File: src/rtl/core/vhb_pkg.sv
// Shared types and constants for the value histogram binner.
`timescale 1ns / 1ps
package vhb_pkg;

    localparam int VALUE_W   = 64;
    localparam int COUNT_W   = 11;
    localparam int BAR_W     = 6;
    localparam int CFG_IDX_W = 2;

    localparam int DEF_MAX_VALUES = 1024;
    localparam int DEF_NUM_BINS   = 10;
    localparam int DEF_BAR_MAX    = 50;

    // Configuration register indexes.
    localparam logic [CFG_IDX_W-1:0] REG_USE_OVERRIDE = 2'd0;
    localparam logic [CFG_IDX_W-1:0] REG_RANGE_LOW    = 2'd1;
    localparam logic [CFG_IDX_W-1:0] REG_RANGE_HIGH   = 2'd2;

    localparam logic [VALUE_W-1:0] ALL_ONES = {VALUE_W{1'b1}};

    // Bounds of one closed set, handed from the front to the back.
    typedef struct packed {
        logic [VALUE_W-1:0] lo;
        logic [VALUE_W-1:0] hi;
    } job_t;

    // Active range settings.
    typedef struct packed {
        logic               use_override;
        logic [VALUE_W-1:0] range_low;
        logic [VALUE_W-1:0] range_high;
    } cfg_t;

endpackage

File: src/rtl/core/vhb_front.sv
// Front end: takes items, keeps min and max, hands closed sets to the back end.
`timescale 1ns / 1ps
module vhb_front
    import vhb_pkg::*;
#(
    parameter int MAX_VALUES = DEF_MAX_VALUES,
    parameter int CNT_W      = $clog2(MAX_VALUES + 1),
    parameter int AW         = (MAX_VALUES > 1) ? $clog2(MAX_VALUES) : 1
)
(
    input  logic               clk,
    input  logic               rst_n,
    input  logic               accept,
    input  logic [VALUE_W-1:0] sample_value,
    input  logic               is_final,
    output logic               wr_en,
    output logic [AW-1:0]      wr_addr,
    output logic [VALUE_W-1:0] wr_data,
    output logic               job_valid,
    input  logic               job_take,
    output job_t               job,
    output logic [CNT_W-1:0]   job_count
);

    logic [CNT_W-1:0]   count_reg, count_next;
    logic [VALUE_W-1:0] min_reg, min_next;
    logic [VALUE_W-1:0] max_reg, max_next;
    logic               job_valid_reg;
    job_t               job_reg;
    logic [CNT_W-1:0]   job_count_reg;
    logic               room;

    // Store the sample and fold it into the running bounds.
    always_comb
    begin
        room       = (count_reg < CNT_W'(MAX_VALUES));
        count_next = count_reg;
        min_next   = min_reg;
        max_next   = max_reg;
        if (accept && room)
        begin
            count_next = count_reg + 1'b1;
            if (sample_value < min_reg)
                min_next = sample_value;
            if (sample_value > max_reg)
                max_next = sample_value;
        end
    end

    assign wr_en   = accept && room;
    assign wr_addr = count_reg[AW-1:0];
    assign wr_data = sample_value;

    // The final item closes the set into the single-entry job queue.
    always_ff @(posedge clk or negedge rst_n)
    begin
        if (!rst_n)
        begin
            count_reg     <= '0;
            min_reg       <= ALL_ONES;
            max_reg       <= '0;
            job_valid_reg <= 1'b0;
        end
        else
        begin
            if (job_take)
                job_valid_reg <= 1'b0;
            if (accept && is_final)
            begin
                job_valid_reg <= 1'b1;
                count_reg     <= '0;
                min_reg       <= ALL_ONES;
                max_reg       <= '0;
            end
            else
            begin
                count_reg <= count_next;
                min_reg   <= min_next;
                max_reg   <= max_next;
            end
        end
    end

    always_ff @(posedge clk)
    begin
        if (accept && is_final)
        begin
            job_reg.lo    <= min_next;
            job_reg.hi    <= max_next;
            job_count_reg <= count_next;
        end
    end

    assign job_valid = job_valid_reg;
    assign job       = job_reg;
    assign job_count = job_count_reg;

endmodule

File: config.mk
export PLATFORM = sky130hd
export DESIGN_NAME = vhb_front
export DESIGN_NICKNAME = d
export VERILOG_FILES = /design/src/rtl/core/vhb_pkg.sv /design/src/rtl/core/vhb_front.sv
export SDC_FILE = /design/constraint.sdc
export NUM_CORES = 1
export LEC_CHECK = 0
export BUFFER_PORTS_ARGS = -buffer_cell sky130_fd_sc_hd__buf_4
export CORE_MARGIN = 2
export CORE_UTILIZATION = 54
export DETAILED_ROUTE_END_ITERATION = 12
export MAX_ROUTING_LAYER = met4
export PLACE_DENSITY = 0.76
export SYNTH_ARGS = -nofsm -noshare
export SYNTH_HDL_FRONTEND = slang
export SYNTH_SLANG_ARGS = --single-unit
File: constraint.sdc
create_clock -name clk -period 3.45 [get_ports clk]
set_input_delay 0.69 -clock clk [delete_from_list [all_inputs] [get_ports clk]]
set_output_delay 0.69 -clock clk [all_outputs]
set_load 0.05 [all_outputs]
* Yosys cells after proc, flatten, opt, wreduce, memory -nomap -nowiden
Index checks and enable logic that the tools add are counted.
** Storage, ports and cells
- Register bits after elaboration :: 279
- Bits in latches :: 0
- RAM bits :: 0
- Memory bits (read-only) :: 0
- Input bits :: 69
- Output and inout port bits :: 215
- Word-level logic and storage cells :: 24
- Memories :: 0
** Cells by class
- Add/subtract/negate cells :: 1
- $mul :: 0
- Div/mod/pow operators :: 0
- $lt $le $gt $ge :: 3
- Equality and inequality tests :: 0
- Shift-type cells :: 0
- Muxes and demuxes :: 10
- Bitwise logic cells :: 0
- Reduce and logical (&&, ||, !) cells :: 3
** Operator list (number)
- $mux W64 :: 6
- $gt A64 B64 Y1 :: 1
- $lt A64 B64 Y1 :: 1
- $mux W11 :: 2
- $add A11 B1 Y11 const B :: 1
- $lt A11 B11 Y1 const B :: 1
- $logic_and A1 B1 Y1 :: 2
- $mux W1 :: 2
- $reduce_bool A2 Y1 :: 1

* Longest topological paths before layout
Gate-level depths: netlist of the first run.
- Depth after elaboration :: 4
- Depth in mapped cells :: 11

* Worst setup path before layout of the first run
OpenSTA, ideal clock, no wires.
- Path kind :: input to register
- From :: in is_final
- To :: reg job_reg, in the netlist job[0], enable pin
- Library setup time :: 0.491 ns
- Arrival time :: 3.918 ns
- Required time :: 2.959 ns
- Setup slack :: -0.960 ns
- Cell stages on the path :: 4
- Path buffers :: 2
- Path through :: nand2_1 > clkbuf_1 > buf_1 > inv_1
** On the way
- Cells in the longest elaborated chain, start to end :: 1
** Ends and longest elaborated chain
- start, declared :: RTL line vhb_front.sv:15 : input logic is_final,
- $logic_and A1 B1 Y1 :: RTL line vhb_front.sv:86 : if (accept && is_final)
- end, declared :: RTL line vhb_front.sv:29 : job_t job_reg;
Every way passes these cells.
A chain may end at the register's enable or synchronous reset.

* Worst setup path after layout of the first run
- From :: reg max_reg[19]
- To :: reg job_reg, in the netlist job[31], data pin
** On the way
- Cells in the longest elaborated chain, start to end :: 3
** Ends and longest elaborated chain
- start, declared :: RTL line vhb_front.sv:27 : logic [VALUE_W-1:0] max_reg, max_next;
- start signal, assigned :: RTL line vhb_front.sv:79 : max_reg <= max_next;
- $gt A64 B64 Y1 :: RTL line vhb_front.sv:45 : if (sample_value > max_reg)
- $mux W64 :: RTL line vhb_front.sv:45
- $mux W64 :: RTL line vhb_front.sv:40 : if (accept && room)
- via max_next[31] :: RTL line vhb_front.sv:27
The timed path passes the listed nets, and every way through them passes these cells.

==> results of run 1 <==
==> layout by cell type (no fill, tap or decap), drive strengths merged, types with 64 or more instances in the layout <==
master  count
buf       359
nand2     161
edfxtp    139
inv       133
ha        128
nand4      87
o21ai      82
dfrtp      76
o211ai     65
mux2i      64
dfstp      64
mux2       64
==> layer usage <==
metal  global-route usage, %  part of all wire [%]  vias to the layer above
met2                    42.5                    49                      424
met5                       -                     0                        -
met4                    5.63                   1.7                        0
li1                        -                     -                     5321
met3                    3.98                   6.4                       55
met1                    33.4                    43                     5684
==> cell usage after synthesis (5+ instances only) <==
master	instances	area share, %
and4_1	5	0.29
clkbuf_1	48	1.2
dfstp_2	64	11
nand3_1	14	0.46
nor2b_1	5	0.20
buf_6	7	0.51
xnor2_1	7	0.40
a21oi_1	49	1.6
nor2_1	12	0.29
o21ai_0	80	2.6
buf_1	9	0.22
nand2_1	161	3.9
dfrtp_1	76	12
inv_1	134	3.3
edfxtp_1	139	27
ha_1	128	10
and2_1	11	0.45
buf_2	5	0.16
nand4_1	87	3.5
buf_4	76	3.7
nor3_1	6	0.20
mux2i_1	64	4.2
mux2_2	8	0.59
a21o_1	13	0.64
o211ai_1	65	3.2
mux2_4	56	5.5
nor4_1	5	0.20
==> worst min path at each step <==
stage,startpoint,endpoint
4_1_cts,rst_n,max_reg[56]
3_5_place_dp,min_reg[52],min_reg[52]
6_report,rst_n,max_reg[56]
3_3_place_gp,min_reg[0],min_reg[0]
5_1_grt,rst_n,max_reg[56]
2_1_floorplan,rst_n,count_reg[0]
==> through the flow <==
stage	instance area (um^2)	power [mW]
2_1_floorplan	15400	7.61
3_3_place_gp	17800	8.68
3_5_place_dp	17800	8.83
4_1_cts	18800	12.0
5_1_grt	18800	12.6
6_report	18800	11.9
==> layout make-up <==
cell class                      instances  share of cell area, %
Sequential cell                       279                   41.3
Multi-Input combinational cell        810                   33.3
Timing Repair Buffer                  359                   15.1
Clock buffer                           47                   4.61
Inverter                              134                   2.70
Tap cell                              378                   2.52
Clock inverter                          9                  0.512
==> cell families (layout without fill, tap and decap cells) <==
logic type | after synthesis | after routing | synth area share [%]
simple gates | 311 | 311 | 9.81
flops | 279 | 279 | 50.5
buf+inv | 279 | 549 | 9.06
compound gates | 234 | 234 | 9.44
fa+ha+maj | 128 | 128 | 10.4
mux | 128 | 128 | 10.2
xor+xnor | 9 | 9 | 0.513
==> where the power goes <==
group          internal (mW)  total (mW)  switching (mW)
logic                   1.62        4.12            2.49
registers               4.39        4.68           0.287
clock network           1.86        3.14            1.28
total                   7.88        11.9            4.06
==> out/metrics.yaml, run 1 <==
run_status:
  outcome: "complete, no violations"
drt:
  drcViolationCount: 0
  vias: 11500
  antenna_left: 0
  drtIter0Drc: 944
  routed_wl_mm: 37.5
  viasPerCell: 5.70
  first_pass_iters: 6
  routedWlPerCell_um: 18.6
sta:
  post-route-period-util_pct: 95.3
  max_slew.worst_pin.slew_ns: 0.926
  fin_hold_ws_ns: 0.121
  setup_tns_ns: 0
  skew_ns: 0.0135
  finalSetupViolCount: 0
  slew_viol_final: 0
  slew_headroom_pct: 38.3
  rsz0062_at_grt: "no"
  fmax_mhz: 304
  hold_viol: 0
  post-route-min-period_ns: 3.29
  setup_slack_ns: 0.160
critical_path:
  cp.buffers_inverters: 3
  crit_cells: 11
  end_kind: "flip-flop"
  reg2reg_slack_ns: 0.16
  rr_startpoint: "max_reg[19]"
  critical_path_class: "flip-flop to flip-flop"
  crit_end: "job[31]"
  slowest_stage: "nor4_1"
  cp.arrival_ns: 3.58
  crit_family: "compound AO/OA/AOI/OAI gates"
  critPathLaunch: "max_reg[19]"
  start_kind: "flip-flop"
  worst-r2r-cell-count: 11
  r2r_end: "job[31]"
  path_cells: "inv_1, ha_1, a21oi_1, o21ai_0, a221oi_1, nor3_1, buf_4, nor4_1, o22ai_4, buf_12, mux2_4"
  cp.required_ns: 3.74
  crit_fanout: 48
  slowest_delay_ns: 0.52
layout:
  num_antenna_cells: 0
  num-fill-cells: 2105
  fin_nets: 1811
  multiInputGateArea_um2: 6260
  ff_latch_area_um2: 7760
  fin_cells: 2016
  fin_util_pct: 67.5
  layout-drive-gt1-share_pct: 32.8
  largest_reg_flops: 128
  syn2layout_area_growth_pct: 22.4
place:
  post-place-cells: 1960
  place_ws_ns: -0.227
  place.detailed.hpwl_mm: 26.0
  gp_congestion: 0.813
  portBuffers: 283
global_route:
  grt_pass1_wl_mm: 60.7
  grtUsageTotal_pct: 25.6
  first_global_vias: 11500
  grt_max_degree: 205
  antenna_found_initial: 0
  grt-ovfl-total: 0
floorplan:
  coreArea_um2: 27900
  dieWidth_um: 173
  die_y_um: 173
  ioPinCount: 284
  initial_utilization_pct: 55.1
  die_area_um2: 29800
  rows: 61
yosys:
  synth_edf_count: 139
  synth_area_per_cell_um2: 11.2
  ys_types: 51
  ys_seq_elements: 279
  syn_area_um2: 15400
  synth_cells: 1368
  syn-num-nets: 1565
  ys.flop_type: "edfxtp_1"
  yosysSeqAreaShare_pct: 50.5
  yosysWarnings: 0
  async_flop_share_pct: 50.2
clocking:
  clockBufferDepth: 3
  cts_buffers: 30
  cts_tree: "done"
  h-tree-depth: 1
  hold_buffers: 0
  cts.repair.resized: 0
  path_clk_slew_ns: 0.06
  cts_root_buffer: "clkbuf_16"
  clock_latency_ns: 0.55
  cts_setup_buffers: 0
  clkSinkCount: 279
power_and_ir_drop:
  power.leakage_nw: 8.60
  pwr_density_cell_nw_per_um2: 635
  peakVddDrop_mv: 0.361
worst_hold_path:
  hold_path.class: "input port to async pin"
run:
  cap_violations: 0
(Power assumes the default switching activity.)
==> inputs of run 2 (changes only) <==
Settings changed: CORE_MARGIN 2 to unset, CORE_UTILIZATION 54 to 35, PLACE_DENSITY 0.76 to 0.52.
==> run 2 against run 1 <==
First-iteration DRC count down 35%. Maximum frequency up 0.74%. Total power rose by 4.4%. Combinational power is 2% higher. Highest routed layer unchanged. Via count down 2.6%. Clock-buffer cell count shrank 2. Critical path depth up 1. Design area rose by 4.3%. Critical path type unchanged. Flip-flop and latch count unchanged.
==> out/metrics.yaml, run 2 (synthesis results as in run 1) <==
drt:
  drtIter0Drc: 614  # -35%
  routedWlPerCell_um: 17.8  # -4.2%
  antenna_left: 0  # unchanged
  routed_wl_mm: 40.4  # +7.8%
  viasPerCell: 4.93  # -13%
  drcViolationCount: 0  # unchanged
  vias: 11200  # -2.6%
  first_pass_iters: 4  # -2
critical_path:
  critical_path_class: "flip-flop to flip-flop"
  slowest_delay_ns: 0.52  # about the same
  crit_top_cell: "buf_12"
  cp.required_ns: 3.73  # about the same
  start_kind: "flip-flop"
  slowest_stage: "a2111o_1"
  cp.arrival_ns: 3.54  # -0.04 ns
  crit_fanout: 14  # -71%
  path_cells: "inv_1, ha_1, a21oi_1, o21ai_1, a221o_1, a2111o_1, a211oi_2, buf_4, o22ai_4, buf_12, buf_12, mux2_4"
  end_kind: "flip-flop"
global_route:
  use_met3_pct: 3.20  # -0.78 points
  grt_max_degree: 205  # unchanged
  met2_usage_pct: 29.1  # -13 points
  first_global_vias: 11200  # -2.8%
  grtUsageTotal_pct: 18.6  # -7.0 points
  grt-ovfl-total: 0  # unchanged
  met1_usage_pct: 24.7  # -8.7 points
  antenna_found_initial: 0  # unchanged
  top_usage_layer: "met2"
  grt_pass1_wl_mm: 63.0  # +3.7%
layout:
  fin_nets: 1854  # +2.4%
  num-fill-cells: 4076  # +94%
  final_cell_mix: "buf_4 (382), nand2_1 (160), edfxtp_1 (139)"
  syn2layout_area_growth_pct: 27.6
  num_antenna_cells: 0  # unchanged
  layout-drive-gt1-share_pct: 34.9  # +2.0 points
  layout_commonest_cell: "buf_4"
  largest_reg_flops: 128  # unchanged
place:
  portBuffers: 283  # unchanged
  place.detailed.hpwl_mm: 28.4  # +9.1%
  gp_congestion: 0.817  # +0.45%
sta:
  finalSetupViolCount: 0  # unchanged
  fin_hold_ws_ns: 0.137  # +0.0161 ns
  post-route-min-period_ns: 3.27  # -0.0241 ns
  post-route-period-util_pct: 94.6  # -0.70 points
  max_slew.worst_pin.slew_ns: 0.950  # +0.0239 ns
  slew_viol_final: 0  # unchanged
  hold_viol: 0  # unchanged
  rsz0062_at_grt: "no"
  slew_headroom_pct: 36.7  # -1.6 points
  fmax_mhz: 306  # +0.74%
  skew_ns: 0.0232  # +0.00964 ns
run:
  cap_violations: 0  # unchanged
power_and_ir_drop:
  peakVddDrop_mv: 0.301  # -17%
  total_power_mw: 12.5  # +4.4%
  pwr_density_cell_nw_per_um2: 636  # about the same
  power.leakage_nw: 8.88  # +3.3%
floorplan:
  rows: 76  # +25%
  die_area_um2: 44700  # +50%
  dieWidth_um: 211  # +22%
  ioPinCount: 284  # unchanged
  die_y_um: 211  # +22%
  coreArea_um2: 43200  # +55%
  initial_utilization_pct: 35.6  # -20 points
clocking:
  clkSinkCount: 279  # unchanged
  h-tree-depth: 2  # +1
  hold_buffers: 0  # unchanged
  cts_setup_buffers: 0  # unchanged
  cts_root_buffer: "clkbuf_16"
  clockBufferDepth: 3  # unchanged
  path_clk_slew_ns: 0.06  # about the same
  cts_buffers: 34  # +13%
  clock_latency_ns: 0.53  # -0.02 ns
  cts_tree: "done"
run_status:
  outcome: "complete, no violations"
worst_hold_path:
  hold_path.class: "input port to async pin"
-- run 2: changes by cell type in the layout (fill, tap and decap cells not counted), sizes merged --
cell	before	now
buf	359	398
bufinv	2	3
clkbuf	47	45
clkinv	6	13
-- run 2: where the power goes --
part / total [mW] / switching (mW) / internal, mW
Combinational: 4.19 / 2.50 / 1.69
Clock: 3.60 / 1.39 / 2.21
Sequential: 4.67 / 0.282 / 4.39
Total: 12.5 / 4.17 / 8.29
-- run 2: final timing paths --
check / to / slack (ns) / depth (start not counted) / start
min in group clk: job_valid / 0.37 / 2 / job_take
min: max_reg[17] / 0.14 / 1 / rst_n
max in group asynchronous: min_reg[45] / 2.37 / 2 / rst_n
max reg2reg: job[18] / 0.18 / 12 / max_reg[51]
max: job[18] / 0.18 / 12 / max_reg[51]
min reg2reg: job_valid / 0.52 / 2 / job_valid
-- run 2: stage by stage --
step           std cells  area, um^2  TNS, ns  setup WS, ns  utilization [%]
2_1_floorplan       1368       15400    -1.55       -0.0112                -
3_3_place_gp        2206       18400   -43.85        -0.487             42.7
3_5_place_dp        2206       18400   -42.74        -0.479             42.7
4_1_cts             2268       19600        0        0.0389             45.3
5_1_grt             2268       19600        0        0.0209             45.4
6_report            2268       19600        0         0.185             45.4
-- run 2: timing repair --
action                     in CTS  in global routing
setup endpoints to repair      61                 58
gates resized for setup         2                  4
gates cloned                    0                  0
-- run 2: routing by layer --
layer	vias to the layer above	part of all wire, %	wire (um)
li1	5428	-	-
met1	5469	47	19000
met2	233	47	18900
met3	55	4.2	1710
met4	0	2.0	805
met5	-	0	0
-- run 2: layout make-up --
cell class	count	area [um^2]	area share [%]
clock buffer	45	976	4.98
clock inverter	17	151	0.772
inverter	134	507	2.59
multi-input combinational	810	6300	32.1
sequential	279	7760	39.6
tap	585	732	3.73
timing repair buffer	398	3180	16.2
-- run 2: critical path, delay by kind of cell, from the launching register on --
kind            cells  cell delay, ns
flops               1            0.39
compound gates      6            1.41
mux                 1            0.31
buf+inv             4            0.58
fa+ha+maj           1            0.30
==> inputs of run 3 (changes only) <==
Clock period 3.45 ns to 3.7 ns, I/O delays scaled along.
==> run 3 against run 2 <==
Cell count is 1.6% lower. Setup slack improved by 0.26 ns. Critical endpoint is now job[34]. Clock skew barely moved. Largest power group unchanged. Critical path type unchanged.
==> out/metrics.yaml, run 3 (synthesis results as in run 1) <==
critical_path:
  start_kind: "flip-flop"
  path_cells: "inv_1, ha_1, nand4_1, nor4_1, buf_4, a21boi_1, o41a_1, nor4_1, o22ai_4, buf_12, buf_12, mux2_4"
  r2r_end: "job[34]"
  crit_end: "job[34]"
  cp.required_ns: 3.99  # +0.26 ns
  end_kind: "flip-flop"
  cp.buffers_inverters: 4  # unchanged
  rr_startpoint: "max_reg[14]"
  reg2reg_slack_ns: 0.45  # +0.26 ns
  cp.arrival_ns: 3.54  # about the same
  crit_cells: 12  # unchanged
  slowest_stage: "nor4_1"
  crit_family: "simple AND/OR/NAND/NOR gates"
  slowest_delay_ns: 0.55  # +0.03 ns
  crit_fanout: 16  # +2
  critical_path_class: "flip-flop to flip-flop"
  critPathLaunch: "max_reg[14]"
  worst-r2r-cell-count: 12  # unchanged
layout:
  largest_reg_flops: 128  # unchanged
  num_antenna_cells: 0  # unchanged
  layout_commonest_cell: "buf_4"
  fin_cells: 2232  # -1.6%
  layout-drive-gt1-share_pct: 33.5  # -1.4 points
  fin_nets: 1818  # -1.9%
  final_cell_mix: "buf_4 (346), nand2_1 (160), edfxtp_1 (139)"
  design_area_um2: 19300  # -1.6%
  num-fill-cells: 4068  # -0.20%
  syn2layout_area_growth_pct: 25.6
run:
  cap_violations: 0  # unchanged
floorplan:
  rows: 76  # unchanged
  die_y_um: 211  # unchanged
  initial_utilization_pct: 35.6  # unchanged
  coreArea_um2: 43200  # unchanged
  die_area_um2: 44700  # unchanged
  ioPinCount: 284  # unchanged
  dieWidth_um: 211  # unchanged
sta:
  slew_headroom_pct: 38.7  # +2.0 points
  post-route-min-period_ns: 3.25  # -0.0124 ns
  rsz0062_at_grt: "no"
  slew_viol_final: 0  # unchanged
  skew_ns: 0.0234  # +0.000262 ns
  max_slew.worst_pin.slew_ns: 0.920  # -0.0299 ns
  setup_tns_ns: 0  # unchanged
  post-route-period-util_pct: 87.9  # -6.7 points
  finalSetupViolCount: 0  # unchanged
  hold_viol: 0  # unchanged
  fmax_mhz: 307  # +0.38%
power_and_ir_drop:
  power.leakage_nw: 8.73  # -1.7%
  sw_frac_of_total_pct: 33.8  # +0.36 points
  power_frac_seq_pct: 37.5  # about the same
  power.switching_mw: 3.93  # -5.8%
  p_clk_share_pct: 29.3  # +0.4 points
  p_int_mw: 7.69  # -7.3%
  pwr_density_cell_nw_per_um2: 602  # -5.3%
  peakVddDrop_mv: 0.333  # +11%
  comb_power_share_pct: 33.1  # -0.5 points
drt:
  drcViolationCount: 0  # unchanged
  vias: 11100  # -0.67%
  drtIter0Drc: 618  # +0.65%
  routed_wl_mm: 40.1  # -0.79%
  viasPerCell: 4.98  # +0.93%
  first_pass_iters: 6  # +2
  antenna_left: 0  # unchanged
  routedWlPerCell_um: 18.0  # +0.81%
clocking:
  hold_buffers: 0  # unchanged
  cts_tree: "done"
  path_clk_slew_ns: 0.06  # about the same
  clockBufferDepth: 3  # unchanged
  cts.repair.resized: 0  # -2
  clock_latency_ns: 0.54  # about the same
  cts_root_buffer: "clkbuf_16"
  cts_setup_buffers: 0  # unchanged
  h-tree-depth: 2  # unchanged
  clkSinkCount: 279  # unchanged
  cts_buffers: 34  # unchanged
place:
  place.detailed.hpwl_mm: 27.9  # -1.8%
  portBuffers: 283  # unchanged
  place_area_um2: 18200  # -1.5%
  gp_congestion: 0.795  # -2.7%
  post-place-cells: 2170  # -1.6%
global_route:
  grt_pass1_wl_mm: 62.9  # -0.19%
  grt-ovfl-total: 0  # unchanged
  antenna_found_initial: 0  # unchanged
  grt_max_degree: 205  # unchanged
  first_global_vias: 10900  # -2.2%
  grtUsageTotal_pct: 18.7  # about the same
run_status:
  outcome: "complete, no violations"
worst_hold_path:
  hold_path.class: "input port to async pin"
==> run 3: cell count changes in the layout (fill, tap and decap cells not counted), sizes merged <==
cell | previous run | this run
clkinv | 13 | 9
buf | 398 | 362
clkbuf | 45 | 50
bufinv | 3 | 2
==> run 3: layout make-up <==
| cell class | count | area [um^2] | share of cell area [%] |
|---|---|---|---|
| Tap cell | 585 | 732 | 3.79 |
| Multi-Input combinational cell | 810 | 6250 | 32.4 |
| Sequential cell | 279 | 7760 | 40.2 |
| Clock inverter | 12 | 110 | 0.571 |
| Timing Repair Buffer | 362 | 2910 | 15.1 |
| Clock buffer | 50 | 1020 | 5.31 |
| Inverter | 134 | 507 | 2.63 |
==> run 3: through the flow <==
stage / hold slack [ns] / util [%] / power [mW] / setup slack (ns)
2_1_floorplan: 0.444 / - / 7.10 / 0.00288
3_3_place_gp: 0.514 / 42.1 / 8.22 / 0.0196
3_5_place_dp: 0.518 / 42.1 / 8.30 / -0.0637
4_1_cts: 0.179 / 44.7 / 11.8 / 0.392
5_1_grt: 0.229 / 44.7 / 12.3 / 0.210
6_report: 0.155 / 44.7 / 11.6 / 0.447
==> run 3: power groups by stage <==
stage / combinational (mW) / clock, mW / sequential (mW)
final: 3.85 / 3.41 / 4.36
after global placement: 3.81 / 0 / 4.42
after floorplan: 2.18 / 0 / 4.92
after detailed placement: 3.87 / 0 / 4.42
after global routing: 4.25 / 3.63 / 4.42
after CTS: 3.89 / 3.52 / 4.37
==> run 3: layer usage <==
layer	routed length [um]	vias up	global-route usage [%]	share of wire, %
met5	0	-	-	0
met4	840	0	5.82	2.1
met3	1670	52	2.67	4.2
met2	18400	254	28.4	46
met1	19100	5449	25.7	48
li1	-	5355	-	-
==> run 3: worst min-delay path by stage <==
| stage | startpoint | end | depth (start not counted) |
|---|---|---|---|
| 6_report | rst_n | max_reg[17] | 1 |
| 5_1_grt | rst_n | max_reg[17] | 1 |
| 2_1_floorplan | rst_n | count_reg[0] | 0 |
| 3_3_place_gp | min_reg[0] | min_reg[0] | 2 |
| 4_1_cts | rst_n | max_reg[17] | 1 |
| 3_5_place_dp | min_reg[0] | min_reg[0] | 2 |
==> run 3: worst register-to-register path, delay by kind of cell, from the launching register on <==
kind,cells,cell delay (ns)
simple gates,3,0.80
mux,1,0.31
flops,1,0.36
compound gates,3,0.66
fa+ha+maj,1,0.31
buf+inv,4,0.56
